File: src/hdl/cubic_bezier_point_normal_assert.svh
// Assertion macros for the cubic Bezier point and normal block.
`ifndef CUBIC_BEZIER_POINT_NORMAL_ASSERT_SVH
`define CUBIC_BEZIER_POINT_NORMAL_ASSERT_SVH

// Same-cycle implication, disabled during reset.
`define CBPN_ASSERT_NOW(lbl, clk, rst_n, ante, cons, msg) \
	lbl: assert property (@(posedge clk) disable iff (!rst_n) (ante) |-> (cons)) else $error(msg);

// Next-cycle implication, disabled during reset.
`define CBPN_ASSERT_NEXT(lbl, clk, rst_n, ante, cons, msg) \
	lbl: assert property (@(posedge clk) disable iff (!rst_n) (ante) |=> (cons)) else $error(msg);

`endif

File: src/hdl/cbpn_pkg.sv
// Shared constants and types for the cubic Bezier point and normal block.
package cbpn_pkg;

	localparam int COORD_BITS_DEF  = 24;
	localparam int T_FRAC_BITS_DEF = 16;
	localparam int NORM_FRAC       = 14;
	localparam int NORM_W          = 16;
	localparam int MAG_W           = 30;
	localparam int ROOT_W          = 31;
	localparam int SQ_W            = 2 * ROOT_W;
	localparam int REM_W           = ROOT_W + 2;
	localparam int QUO_W           = NORM_FRAC + 1;
	localparam int NUM_W           = MAG_W + NORM_FRAC + 2;
	localparam int DEN_W           = ROOT_W + 1;

	localparam logic [QUO_W-1:0] NORM_ONE = QUO_W'(1) << NORM_FRAC;

	typedef struct packed {
		logic zero;
		logic nx_neg;
		logic ny_neg;
	} nside_t;

endpackage

File: src/hdl/cbpn_prep.sv
// Derivative magnitude, block scaling to [2^29, 2^30) and sum of squares.
module cbpn_prep
	import cbpn_pkg::*;
#(
	parameter int CB = COORD_BITS_DEF,
	parameter int CW = 2 * COORD_BITS_DEF
) (
	input  logic               clk,
	input  logic               arst_n,
	input  logic               en,
	input  logic               in_v,
	input  logic signed [CB:0] d_x,
	input  logic signed [CB:0] d_y,
	input  logic [CW-1:0]      carry_in,
	output logic               out_v,
	output logic [MAG_W-1:0]   mag_x,
	output logic [MAG_W-1:0]   mag_y,
	output logic [SQ_W-1:0]    sum,
	output nside_t             side,
	output logic [CW-1:0]      carry_out
);

	localparam int DW    = CB + 1;
	localparam int MSB_W = $clog2(DW);
	localparam int XW    = DW + MAG_W;

	logic [DW-1:0]    abs_x, abs_y, m_w;
	logic [MSB_W-1:0] msb_w;
	nside_t           side_w;

	always_comb begin
		abs_x = d_x[DW-1] ? (~d_x + 1'b1) : d_x;
		abs_y = d_y[DW-1] ? (~d_y + 1'b1) : d_y;
		m_w   = (abs_x > abs_y) ? abs_x : abs_y;
		msb_w = '0;
		for (int i = 0; i < DW; i++) begin
			if (m_w[i]) msb_w = MSB_W'(i);
		end
		side_w.zero   = (d_x == '0) && (d_y == '0);
		side_w.nx_neg = !d_y[DW-1] && (d_y != '0);
		side_w.ny_neg = d_x[DW-1];
	end

	logic               v_s1, v_s2, v_s3, v_s4;
	logic [DW-1:0]      mx_s1, my_s1;
	logic [MSB_W-1:0]   msb_s1;
	nside_t             side_s1, side_s2, side_s3, side_s4;
	logic [CW-1:0]      c_s1, c_s2, c_s3, c_s4;
	logic [MAG_W-1:0]   mx_s2, my_s2, mx_s3, my_s3, mx_s4, my_s4;
	logic [2*MAG_W-1:0] sqx_s3, sqy_s3;
	logic [SQ_W-1:0]    sum_s4;

	logic [XW-1:0] ext_x, ext_y, sh_x, sh_y;

	always_comb begin
		ext_x = XW'(mx_s1);
		ext_y = XW'(my_s1);
		if (int'(msb_s1) >= MAG_W) begin
			sh_x = ext_x >> (int'(msb_s1) - (MAG_W - 1));
			sh_y = ext_y >> (int'(msb_s1) - (MAG_W - 1));
		end else begin
			sh_x = ext_x << ((MAG_W - 1) - int'(msb_s1));
			sh_y = ext_y << ((MAG_W - 1) - int'(msb_s1));
		end
	end

	always_ff @(posedge clk or negedge arst_n) begin
		if (!arst_n) begin
			v_s1 <= 1'b0;
			v_s2 <= 1'b0;
			v_s3 <= 1'b0;
			v_s4 <= 1'b0;
		end else if (en) begin
			v_s1 <= in_v;
			v_s2 <= v_s1;
			v_s3 <= v_s2;
			v_s4 <= v_s3;
		end
	end

	always_ff @(posedge clk) begin
		if (en) begin
			mx_s1   <= abs_x;
			my_s1   <= abs_y;
			msb_s1  <= msb_w;
			side_s1 <= side_w;
			c_s1    <= carry_in;
			mx_s2   <= sh_x[MAG_W-1:0];
			my_s2   <= sh_y[MAG_W-1:0];
			side_s2 <= side_s1;
			c_s2    <= c_s1;
			sqx_s3  <= mx_s2 * mx_s2;
			sqy_s3  <= my_s2 * my_s2;
			mx_s3   <= mx_s2;
			my_s3   <= my_s2;
			side_s3 <= side_s2;
			c_s3    <= c_s2;
			sum_s4  <= SQ_W'(sqx_s3) + SQ_W'(sqy_s3);
			mx_s4   <= mx_s3;
			my_s4   <= my_s3;
			side_s4 <= side_s3;
			c_s4    <= c_s3;
		end
	end

	assign out_v     = v_s4;
	assign mag_x     = mx_s4;
	assign mag_y     = my_s4;
	assign sum       = sum_s4;
	assign side      = side_s4;
	assign carry_out = c_s4;

endmodule

File: config.mk
export PLATFORM = sky130hd
export DESIGN_NAME = cbpn_prep
export DESIGN_NICKNAME = d
export VERILOG_FILES = /design/src/hdl/cubic_bezier_point_normal_assert.svh /design/src/hdl/cbpn_pkg.sv /design/src/hdl/cbpn_prep.sv
export SDC_FILE = /design/constraint.sdc
export NUM_CORES = 2
export LEC_CHECK = 0
export ABC_AREA = 1
export BUFFER_PORTS_ARGS = -buffer_cell sky130_fd_sc_hd__buf_2
export CAP_MARGIN = 20
export CORE_MARGIN = 2
export CORE_UTILIZATION = 45
export DETAILED_ROUTE_END_ITERATION = 12
export PLACE_DENSITY = 0.62
export SLEW_MARGIN = 30
export SYNTH_ARGS = -nofsm -noshare
export SYNTH_HDL_FRONTEND = slang
export SYNTH_SLANG_ARGS = --single-unit
export TNS_END_PERCENT = 5
File: constraint.sdc
create_clock -name clk -period 23.4 [get_ports clk]
set_input_delay 2.34 -clock clk [delete_from_list [all_inputs] [get_ports clk]]
set_output_delay 2.34 -clock clk [all_outputs]
set_load 0.02 [all_outputs]
==> results.ini <==
[timing]
min_period_ns=7.943
fmax_mhz=125.9
setup_violations=0
finalHoldViolCount=0
period_share_pct=33.95
slew_headroom_pct=35.23
maxSlewViolCount=0
worstMarginPinSlew_ns=0.9646
fin_worst_skew_ns=0.04438
setup_ws_ns=15.46
finalSetupTns_ns=0
rsz0062_at_grt=no

[critical_path]
worstPathRequired_ns=23.87
worstPathMaxFanout=31
reg2reg_slack_ns=15.46
critPathMostFrequentCell=fa_1
crit_arrival_ns=8.41
cp_slowest_cell=fa_1
endpoint_kind=register
reg2reg_from=mx_s2[12]
r2r-end=sqx_s3[59]
cp_slowest_stage_delay_ns=0.56
start_kind=register
r2r_cells=25
path_class=register to register

[clocking]
ctsHtreeMaxLevel=3
clkTransAtPathRegs_ns=0.06
cts-root-buf=clkbuf_16
post_cts_resized=0
insertion_delay_ns=0.73
hold_buffers=0
cts_setup_buffers=0
numCtsBuffers=75
clock-sinks=620
ctsLongestPathBuffers=3
cts_tree=built

[finish]
fillers=16500
syn_to_final_growth_pct=8.003
final_cell_mix=2,367 x inv_1, 1,587 x nand2_1, 1,391 x fa_1
layout-drive-gt1-share_pct=6.926
fin_cells=11060
final_common_cell=inv_1
antenna_cells=0
nNetsFinal=10760
design_area_mm2=0.08631
seq_area_mm2=0.01860
multi_input_area_mm2=0.05130

[global_route]
grt_overflow=0
first_global_vias=60830
antenna_found_initial=1
grt_pass1_wl_um=330200
grt_max_degree=156
track_usage_pct=23.49

[yosys]
synth_warnings=0
synth_area_mm2=0.07992
synthCells=8507
synth.avg_cell_area_um2=9.394
ys_seq_elements=620
synth-edff-count=616
synthArstFlopShare_pct=0.6452
synth_nets=10610
synth.distinct_cells=70
synth.yosys.seq_area_share_pct=23.27
ys.flop_type=edfxtp_1

[routing]
drc=0
ant_nets=0
first_pass_iters=8
drt_wl_total_um=205100
vias=55760
drtIter0Drc=3575
wl_per_cell_um=18.55
routed_via_density=5.041

[floorplanning]
start_util_pct=45.33
die_h_um=425.4
coreArea_mm2=0.1763
row_count=154
die_w_um=425.4
die_area_mm2=0.1810
io_pins=276

[place]
place_area_mm2=0.08381
dpl_worst_slack_ns=15.51
dp.cells=10930
portBuffers=274
place.gp.congestion=0.9215
hpwl_um=164000

[flow_run]
max_cap_violations=0

[hold_path]
hold_class=register to register
hp-start=c_s1[38]
hold_path_depth=0
holdPathEnd=c_s2[38]

[status]
status=complete, no violations

metrics by stage:
step | utilization [%] | hold slack (ns)
floorplan | - | 0.4003
global placement | 47.53 | 0.4003
detailed placement | 47.53 | 0.4045
CTS | 48.94 | 0.3944
global route | 48.96 | 0.4132
finish | 48.96 | 0.4010
worst max path at each step:
stage / startpoint / end / slack (ns) / cells after the start
global placement: mx_s2[4] / sqx_s3[59] / 15.64 / 25
floorplan: my_s2[15] / sqy_s3[59] / 16.07 / 29
finish: mx_s2[12] / sqx_s3[59] / 15.46 / 25
global route: mx_s2[17] / sqx_s3[59] / 15.09 / 27
detailed placement: mx_s2[12] / sqx_s3[59] / 15.51 / 25
CTS: mx_s2[12] / sqx_s3[59] / 15.51 / 25
sequential cells by signal, summed over array words and instances, names as in the netlist, 5 cells and up:
register   count
sum           61
sqx_s3        58
sqy_s3        58
c_s1          48
c_s2          48
c_s3          48
carry_out     48
mag_x         30
mag_y         30
mx_s2         30
mx_s3         30
my_s2         30
my_s3         30
mx_s1         25
my_s1         25
msb_s1         5
kinds of logic after synthesis:
family	synth area share, %
buf+inv	12.55
compound gates	6.585
simple gates	10.29
mux	0.2630
other cells	0.004692
flops	23.27
fa+ha+maj	44.32
xor+xnor	2.716
layout make-up:
cell class                 count  share of cell area (%)
clock buffer                  83                   2.221
clock inverter                52                  0.6480
inverter                    2382                   10.36
multi-input combinational   5223                   59.43
sequential                   620                   21.55
tap                         2340                   3.392
timing repair buffer         361                   2.399
worst max-delay path, delay by kind of cell, from the launching register on:
kind / cells / cell delay (ns)
buf+inv: 4 / 0.62
flops: 1 / 0.33
fa+ha+maj: 9 / 4.37
compound gates: 10 / 2.04
xor+xnor: 1 / 0.08
simple gates: 1 / 0.21
cell usage after synthesis (all sizes together) (92+ instances only):
| cell | instances | area (um2) |
|---|---|---|
| clkbuf | 234 | 878.3 |
| nor2 | 285 | 1077 |
| inv | 2376 | 8919 |
| xor2 | 155 | 1358 |
| o21ai | 357 | 1881 |
| ha | 605 | 7570 |
| nand3 | 115 | 590.6 |
| nand2 | 1597 | 6020 |
| a21oi | 280 | 1465 |
| xnor2 | 92 | 813.3 |
| edfxtp | 616 | 18500 |
| fa | 1391 | 27850 |
routing by layer:
metal  global-route usage (%)  routed length (um)  up-vias  part of all wire [%]
li1                         -                   -    25930                     -
met1                    29.37               81770    27820                    40
met2                    39.85              100200     1612                    49
met3                    2.594               10600      388                   5.2
met4                    12.90               12530        2                   6.1
met5                        0                  13        -                0.0063
Power is left out: the tool's default activity adds up to more than one toggle a clock period on the data nets, which glitch-free logic cannot reach.
