`src/hdl/cubic_bezier_point_normal_assert.svh`:
```
// Assertion macros for the cubic Bezier point and normal block.
`ifndef CUBIC_BEZIER_POINT_NORMAL_ASSERT_SVH
`define CUBIC_BEZIER_POINT_NORMAL_ASSERT_SVH

// Same-cycle implication, disabled during reset.
`define CBPN_ASSERT_NOW(lbl, clk, rst_n, ante, cons, msg) \
	lbl: assert property (@(posedge clk) disable iff (!rst_n) (ante) |-> (cons)) else $error(msg);

// Next-cycle implication, disabled during reset.
`define CBPN_ASSERT_NEXT(lbl, clk, rst_n, ante, cons, msg) \
	lbl: assert property (@(posedge clk) disable iff (!rst_n) (ante) |=> (cons)) else $error(msg);

`endif

```
`src/hdl/cbpn_pkg.sv`:
```
// Shared constants and types for the cubic Bezier point and normal block.
package cbpn_pkg;

	localparam int COORD_BITS_DEF  = 24;
	localparam int T_FRAC_BITS_DEF = 16;
	localparam int NORM_FRAC       = 14;
	localparam int NORM_W          = 16;
	localparam int MAG_W           = 30;
	localparam int ROOT_W          = 31;
	localparam int SQ_W            = 2 * ROOT_W;
	localparam int REM_W           = ROOT_W + 2;
	localparam int QUO_W           = NORM_FRAC + 1;
	localparam int NUM_W           = MAG_W + NORM_FRAC + 2;
	localparam int DEN_W           = ROOT_W + 1;

	localparam logic [QUO_W-1:0] NORM_ONE = QUO_W'(1) << NORM_FRAC;

	typedef struct packed {
		logic zero;
		logic nx_neg;
		logic ny_neg;
	} nside_t;

endpackage

```
`src/hdl/cbpn_isqrt.sv`:
```
// Pipelined integer square root, one result bit per stage.
module cbpn_isqrt
	import cbpn_pkg::*;
#(
	parameter int CW = 8
) (
	input  logic              clk,
	input  logic              arst_n,
	input  logic              en,
	input  logic              in_v,
	input  logic [SQ_W-1:0]   sq,
	input  logic [CW-1:0]     carry_in,
	output logic              out_v,
	output logic [ROOT_W-1:0] root,
	output logic [CW-1:0]     carry_out
);

	logic              v_s    [ROOT_W+1];
	logic [REM_W-1:0]  rem_s  [ROOT_W+1];
	logic [ROOT_W-1:0] root_s [ROOT_W+1];
	logic [SQ_W-1:0]   sq_s   [ROOT_W+1];
	logic [CW-1:0]     c_s    [ROOT_W+1];

	assign v_s[0]    = in_v;
	assign rem_s[0]  = '0;
	assign root_s[0] = '0;
	assign sq_s[0]   = sq;
	assign c_s[0]    = carry_in;

	for (genvar g = 0; g < ROOT_W; g++) begin : g_stage
		logic [REM_W-1:0] rem_sh, trial;
		logic             hit;

		always_comb begin
			rem_sh = {rem_s[g][REM_W-3:0], sq_s[g][SQ_W-1-2*g -: 2]};
			trial  = {root_s[g], 2'b01};
			hit    = rem_sh >= trial;
		end

		always_ff @(posedge clk or negedge arst_n) begin
			if (!arst_n) begin
				v_s[g+1] <= 1'b0;
			end else if (en) begin
				v_s[g+1] <= v_s[g];
			end
		end

		always_ff @(posedge clk) begin
			if (en) begin
				rem_s[g+1]  <= hit ? (rem_sh - trial) : rem_sh;
				root_s[g+1] <= {root_s[g][ROOT_W-2:0], hit};
				sq_s[g+1]   <= sq_s[g];
				c_s[g+1]    <= c_s[g];
			end
		end
	end

	assign out_v     = v_s[ROOT_W];
	assign root      = root_s[ROOT_W];
	assign carry_out = c_s[ROOT_W];

endmodule

```
`config.mk`:
```
export PLATFORM = sky130hd
export DESIGN_NAME = cbpn_isqrt
export DESIGN_NICKNAME = d
export VERILOG_FILES = /design/src/hdl/cubic_bezier_point_normal_assert.svh /design/src/hdl/cbpn_pkg.sv /design/src/hdl/cbpn_isqrt.sv
export SDC_FILE = /design/constraint.sdc
export NUM_CORES = 2
export LEC_CHECK = 0
export CAP_MARGIN = 10
export CORE_ASPECT_RATIO = 0.75
export CORE_MARGIN = 5
export CORE_UTILIZATION = 52
export DETAILED_ROUTE_END_ITERATION = 12
export DONT_BUFFER_PORTS = 1
export PLACE_DENSITY = 0.67
export RECOVER_POWER = 100
export SETUP_SLACK_MARGIN = 0.1
export SLEW_MARGIN = 10
export SYNTH_ARGS = -nofsm -noshare
export SYNTH_HDL_FRONTEND = slang
export SYNTH_SLANG_ARGS = --single-unit
```
`constraint.sdc`:
```
create_clock -name clk -period 4.6 [get_ports clk]
set_clock_uncertainty 0.1 [all_clocks]
set_input_delay 1.15 -clock clk [delete_from_list [all_inputs] [get_ports clk]]
set_output_delay 1.15 -clock clk [all_outputs]
set_load 0.05 [all_outputs]
```
==> flow_summary.json <==
{
  "run_status": "complete, but fails checks",
  "failed_checks": "capacitance limit, slew limit",
  "synthFlopType": "edfxtp_1",
  "worst_pin_slew_ns": 2.50,
  "worstPathRequired_ns": 5.09,
  "slowest_stage": "o311ai_0",
  "synth_compound_area_share_pct": 8.98,
  "portBuffers": 0,
  "grt_setup_unrepaired": "false",
  "clock_power_share_pct": 31.5,
  "ys_seq_elements": 2591,
  "cts_tree": "yes",
  "grt_usage_pct": 19.1,
  "gp_congestion": 0.910,
  "ys_top_cells_by_count": "2,560 x edfxtp_1, 646 x inv_1, 570 x nand2_1",
  "ant_nets": 0,
  "p_int_uw": 47000,
  "synth_top_family_by_area": "simple AND/OR/NAND/NOR gates",
  "p_sw_share_pct": 27.7,
  "ir_drop_mv": 0.369,
  "coreArea_sq_um": 223000,
  "initial_utilization_pct": 52.3,
  "crit_arrival_ns": 4.76,
  "area_growth_pct": 10.0,
  "route.vias.total": 66956,
  "async_reset_ff_share_pct": 1.20,
  "crit_family": "compound AO/OA/AOI/OAI gates",
  "synthMuxAreaShare_pct": 1.19,
  "power.switching_uw": 18000,
  "crit_type": "reg2reg",
  "clock_latency_ns": 0.92,
  "clkTransAtPathRegs_ns": 0.06,
  "grt_pass1_vias": 64021,
  "maxCapViolCount": 7,
  "n_antenna_cell": 0,
  "whs_ns": 0.224,
  "max-clock-path-buffers": 4,
  "p_seq_share_pct": 48.7,
  "synth_xor_area_share_pct": 5.53,
  "yosysSeqAreaShare_pct": 66.7,
  "hp-class": "in2reg",
  "hold_violations": 0,
  "antenna_found_initial": 14,
  "final_cell_area_sq_um": 128000,
  "fillCellCount": 17680,
  "synth_top_area_share_pct": 66.0,
  "synth_most_common_cell": "edfxtp_1",
  "rows": 150,
  "layout-drive-gt1-share_pct": 6.38,
  "end_kind": "register",
  "synth_warnings": 0,
  "die_h_um": 420,
  "comb_power_share_pct": 19.8,
  "setup_slack_ns": 0.328,
  "yosys.area.top_type": "edfxtp_1",
  "dr.first_iter.drc_count": 6155,
  "syn_area_sq_um": 116000,
  "ys_types": 103,
  "post-route-min-period_ns": 4.27,
  "ctsResizeCount": 0,
  "yosys.area_share.simple_pct": 9.23,
  "crit_fanout": 47,
  "total_power_uw": 65000,
  "synthCells": 8646,
  "first_pass_iters": 6,
  "final.setup.tns_ns": 0,
  "dp_worst_setup_slack_ns": -1.01,
  "synth.net_count": 9248,
  "chipWidth_um": 556,
  "ioPinCount": 114,
  "synth_area_leaders": "edfxtp_1 66%, ha_1 5.7%, xnor2_1 3.0%",
  "vias_per_cell": 5.60,
  "cts_max_level": 4,
  "drt_wl_total_um": 226000,
  "relSlewSlack_pct": -66.4,
  "critPathMaxStageDelay_ns": 0.87,
  "finalNetCount": 9398,
  "route.detailed.drc": 0,
  "dp_hpwl_um": 159000,
  "gr-total-overflow": 0,
  "cts_buffers": 248,
  "grt_max_degree": 241,
  "power_density_nw_per_um2": 507,
  "final.period_utilization_pct": 92.9,
  "path_common_cell": "a21oi_1",
  "clock_sinks": 2591,
  "wire_per_inst_um": 18.9,
  "synth_edf_count": 2560,
  "root_buffer": "clkbuf_16",
  "path_cells": "ha_1, a21oi_1, a21oi_1, o311ai_0, a2111oi_0, clkbuf_1, o32a_1, a21oi_4, buf_12, a21oi_1, a21oi_1, nand3_1",
  "post_dp_cell_area_sq_um": 120000,
  "worstSetupStartpointType": "register",
  "dieArea_sq_um": 234000,
  "setup_violations": 0,
  "crit_buf_inv": 2,
  "p_leak_uw": 0.0481,
  "fmax_mhz": 234,
  "yosys.area_share.adder_pct": 5.67,
  "final_max_slew_viol_count": 1118,
  "avgSynthCellArea_sq_um": 13.5,
  "grt_pass1_wl_um": 356000
}
cell type report:
class                      instances  area (sq um)  share of cell area, %
tap                             2964          3710                   2.89
sequential                      2591         77600                   60.6
inverter                         651          2440                   1.91
multi-input combinational       5232         35500                   27.7
clock buffer                     296          6500                   5.07
clock inverter                   153          1660                   1.30
timing repair buffer              72           672                  0.524
flip-flops by register name (all words and copies together), names as in the netlist:
name            count
out_v               1
g_stage.trial     465
root               31
g_stage.rem_sh    946
sq_s              870
c_s               240
v_s                30
carry_out           8
worst reg2reg max path, cell delays in order (launching register included):
cell	delay, ns
edfxtp_1	0.40
ha_1	0.38
a21oi_1	0.21
a21oi_1	0.16
o311ai_0	0.87
a2111oi_0	0.25
clkbuf_1	0.23
o32a_1	0.43
a21oi_4	0.35
buf_12	0.26
a21oi_1	0.08
a21oi_1	0.14
nand3_1	0.09
final timing paths:
check / from / endpoint / slack (ns) / cells after the start
worst max-delay path: g_stage[28].rem_sh[3] / g_stage[29].rem_sh[25] / 0.33 / 12
worst min-delay path: sq[25] / sq_s[1885] / 0.22 / 0
worst max register to register: g_stage[28].rem_sh[3] / g_stage[29].rem_sh[25] / 0.33 / 12
worst min register to register: sq_s[1270] / sq_s[1208] / 0.25 / 0
max in group asynchronous: arst_n / v_s[11] / 2.39 / 2
min in group asynchronous: arst_n / v_s[29] / 1.07 / 2
metrics by stage:
stage	utilization, %	instances
2_1_floorplan	-	8646
3_3_place_gp	54.0	11504
3_5_place_dp	54.0	11505
4_1_cts	57.7	11957
5_1_grt	57.5	11959
6_report	57.5	11959
power by group through the flow:
stage / clock network (uW) / logic [uW] / registers (uW)
after CTS: 21100 / 12800 / 31700
after global placement: 0 / 12500 / 32100
final: 20500 / 12800 / 31600
after global routing: 22200 / 14300 / 31900
after detailed placement: 0 / 12700 / 32100
after floorplan: 0 / 9470 / 31200
routing by layer:
layer | GRT usage (%) | share of wire [%]
met4 | 3.82 | 1.8
met2 | 28.2 | 43
met3 | 3.48 | 6.2
met1 | 29.7 | 49
met5 | 0 | 0.0057
cells by family after synthesis:
kind of cell               after synthesis
xor gates and xnor gates               736
other                                    1
buffers and inverters                  823
DFF                                   2591
AOI/OAI and AO/OA                     1691
muxes                                  125
adders and majority gates              528
and+or+nand+nor                       2151
what timing repair did:
item | CTS | global route
endpoints found under the hold margin | 31 | 0
hold buffers | 2 | 0
buffers inserted | 0 | 0
cloned | 1 | 1
endpoints found under the setup margin | 193 | 16
pin swaps | 0 | 0
cell usage in the layout (no fill, tap or decap), types with 33 or more instances in the layout:
master	count
a211oi_1	47
a21o_1	185
a21oi_1	560
a31oi_1	39
and3_1	33
bufinv_16	33
clkbuf_1	63
clkbuf_16	252
clkinv_1	47
clkinv_2	45
edfxtp_1	2560
ha_1	528
inv_1	650
mux2_2	102
nand2_1	570
nand2b_1	99
nand3_1	133
nand4_1	89
nor2_1	536
nor2b_1	81
nor3_1	198
nor4_1	106
o211ai_1	33
o21a_1	94
o21ai_0	433
o21bai_1	47
o31ai_1	54
or3_1	73
or4_1	57
xnor2_1	393
xor2_1	343
No activity file was read; power rests on OpenSTA's default activity.
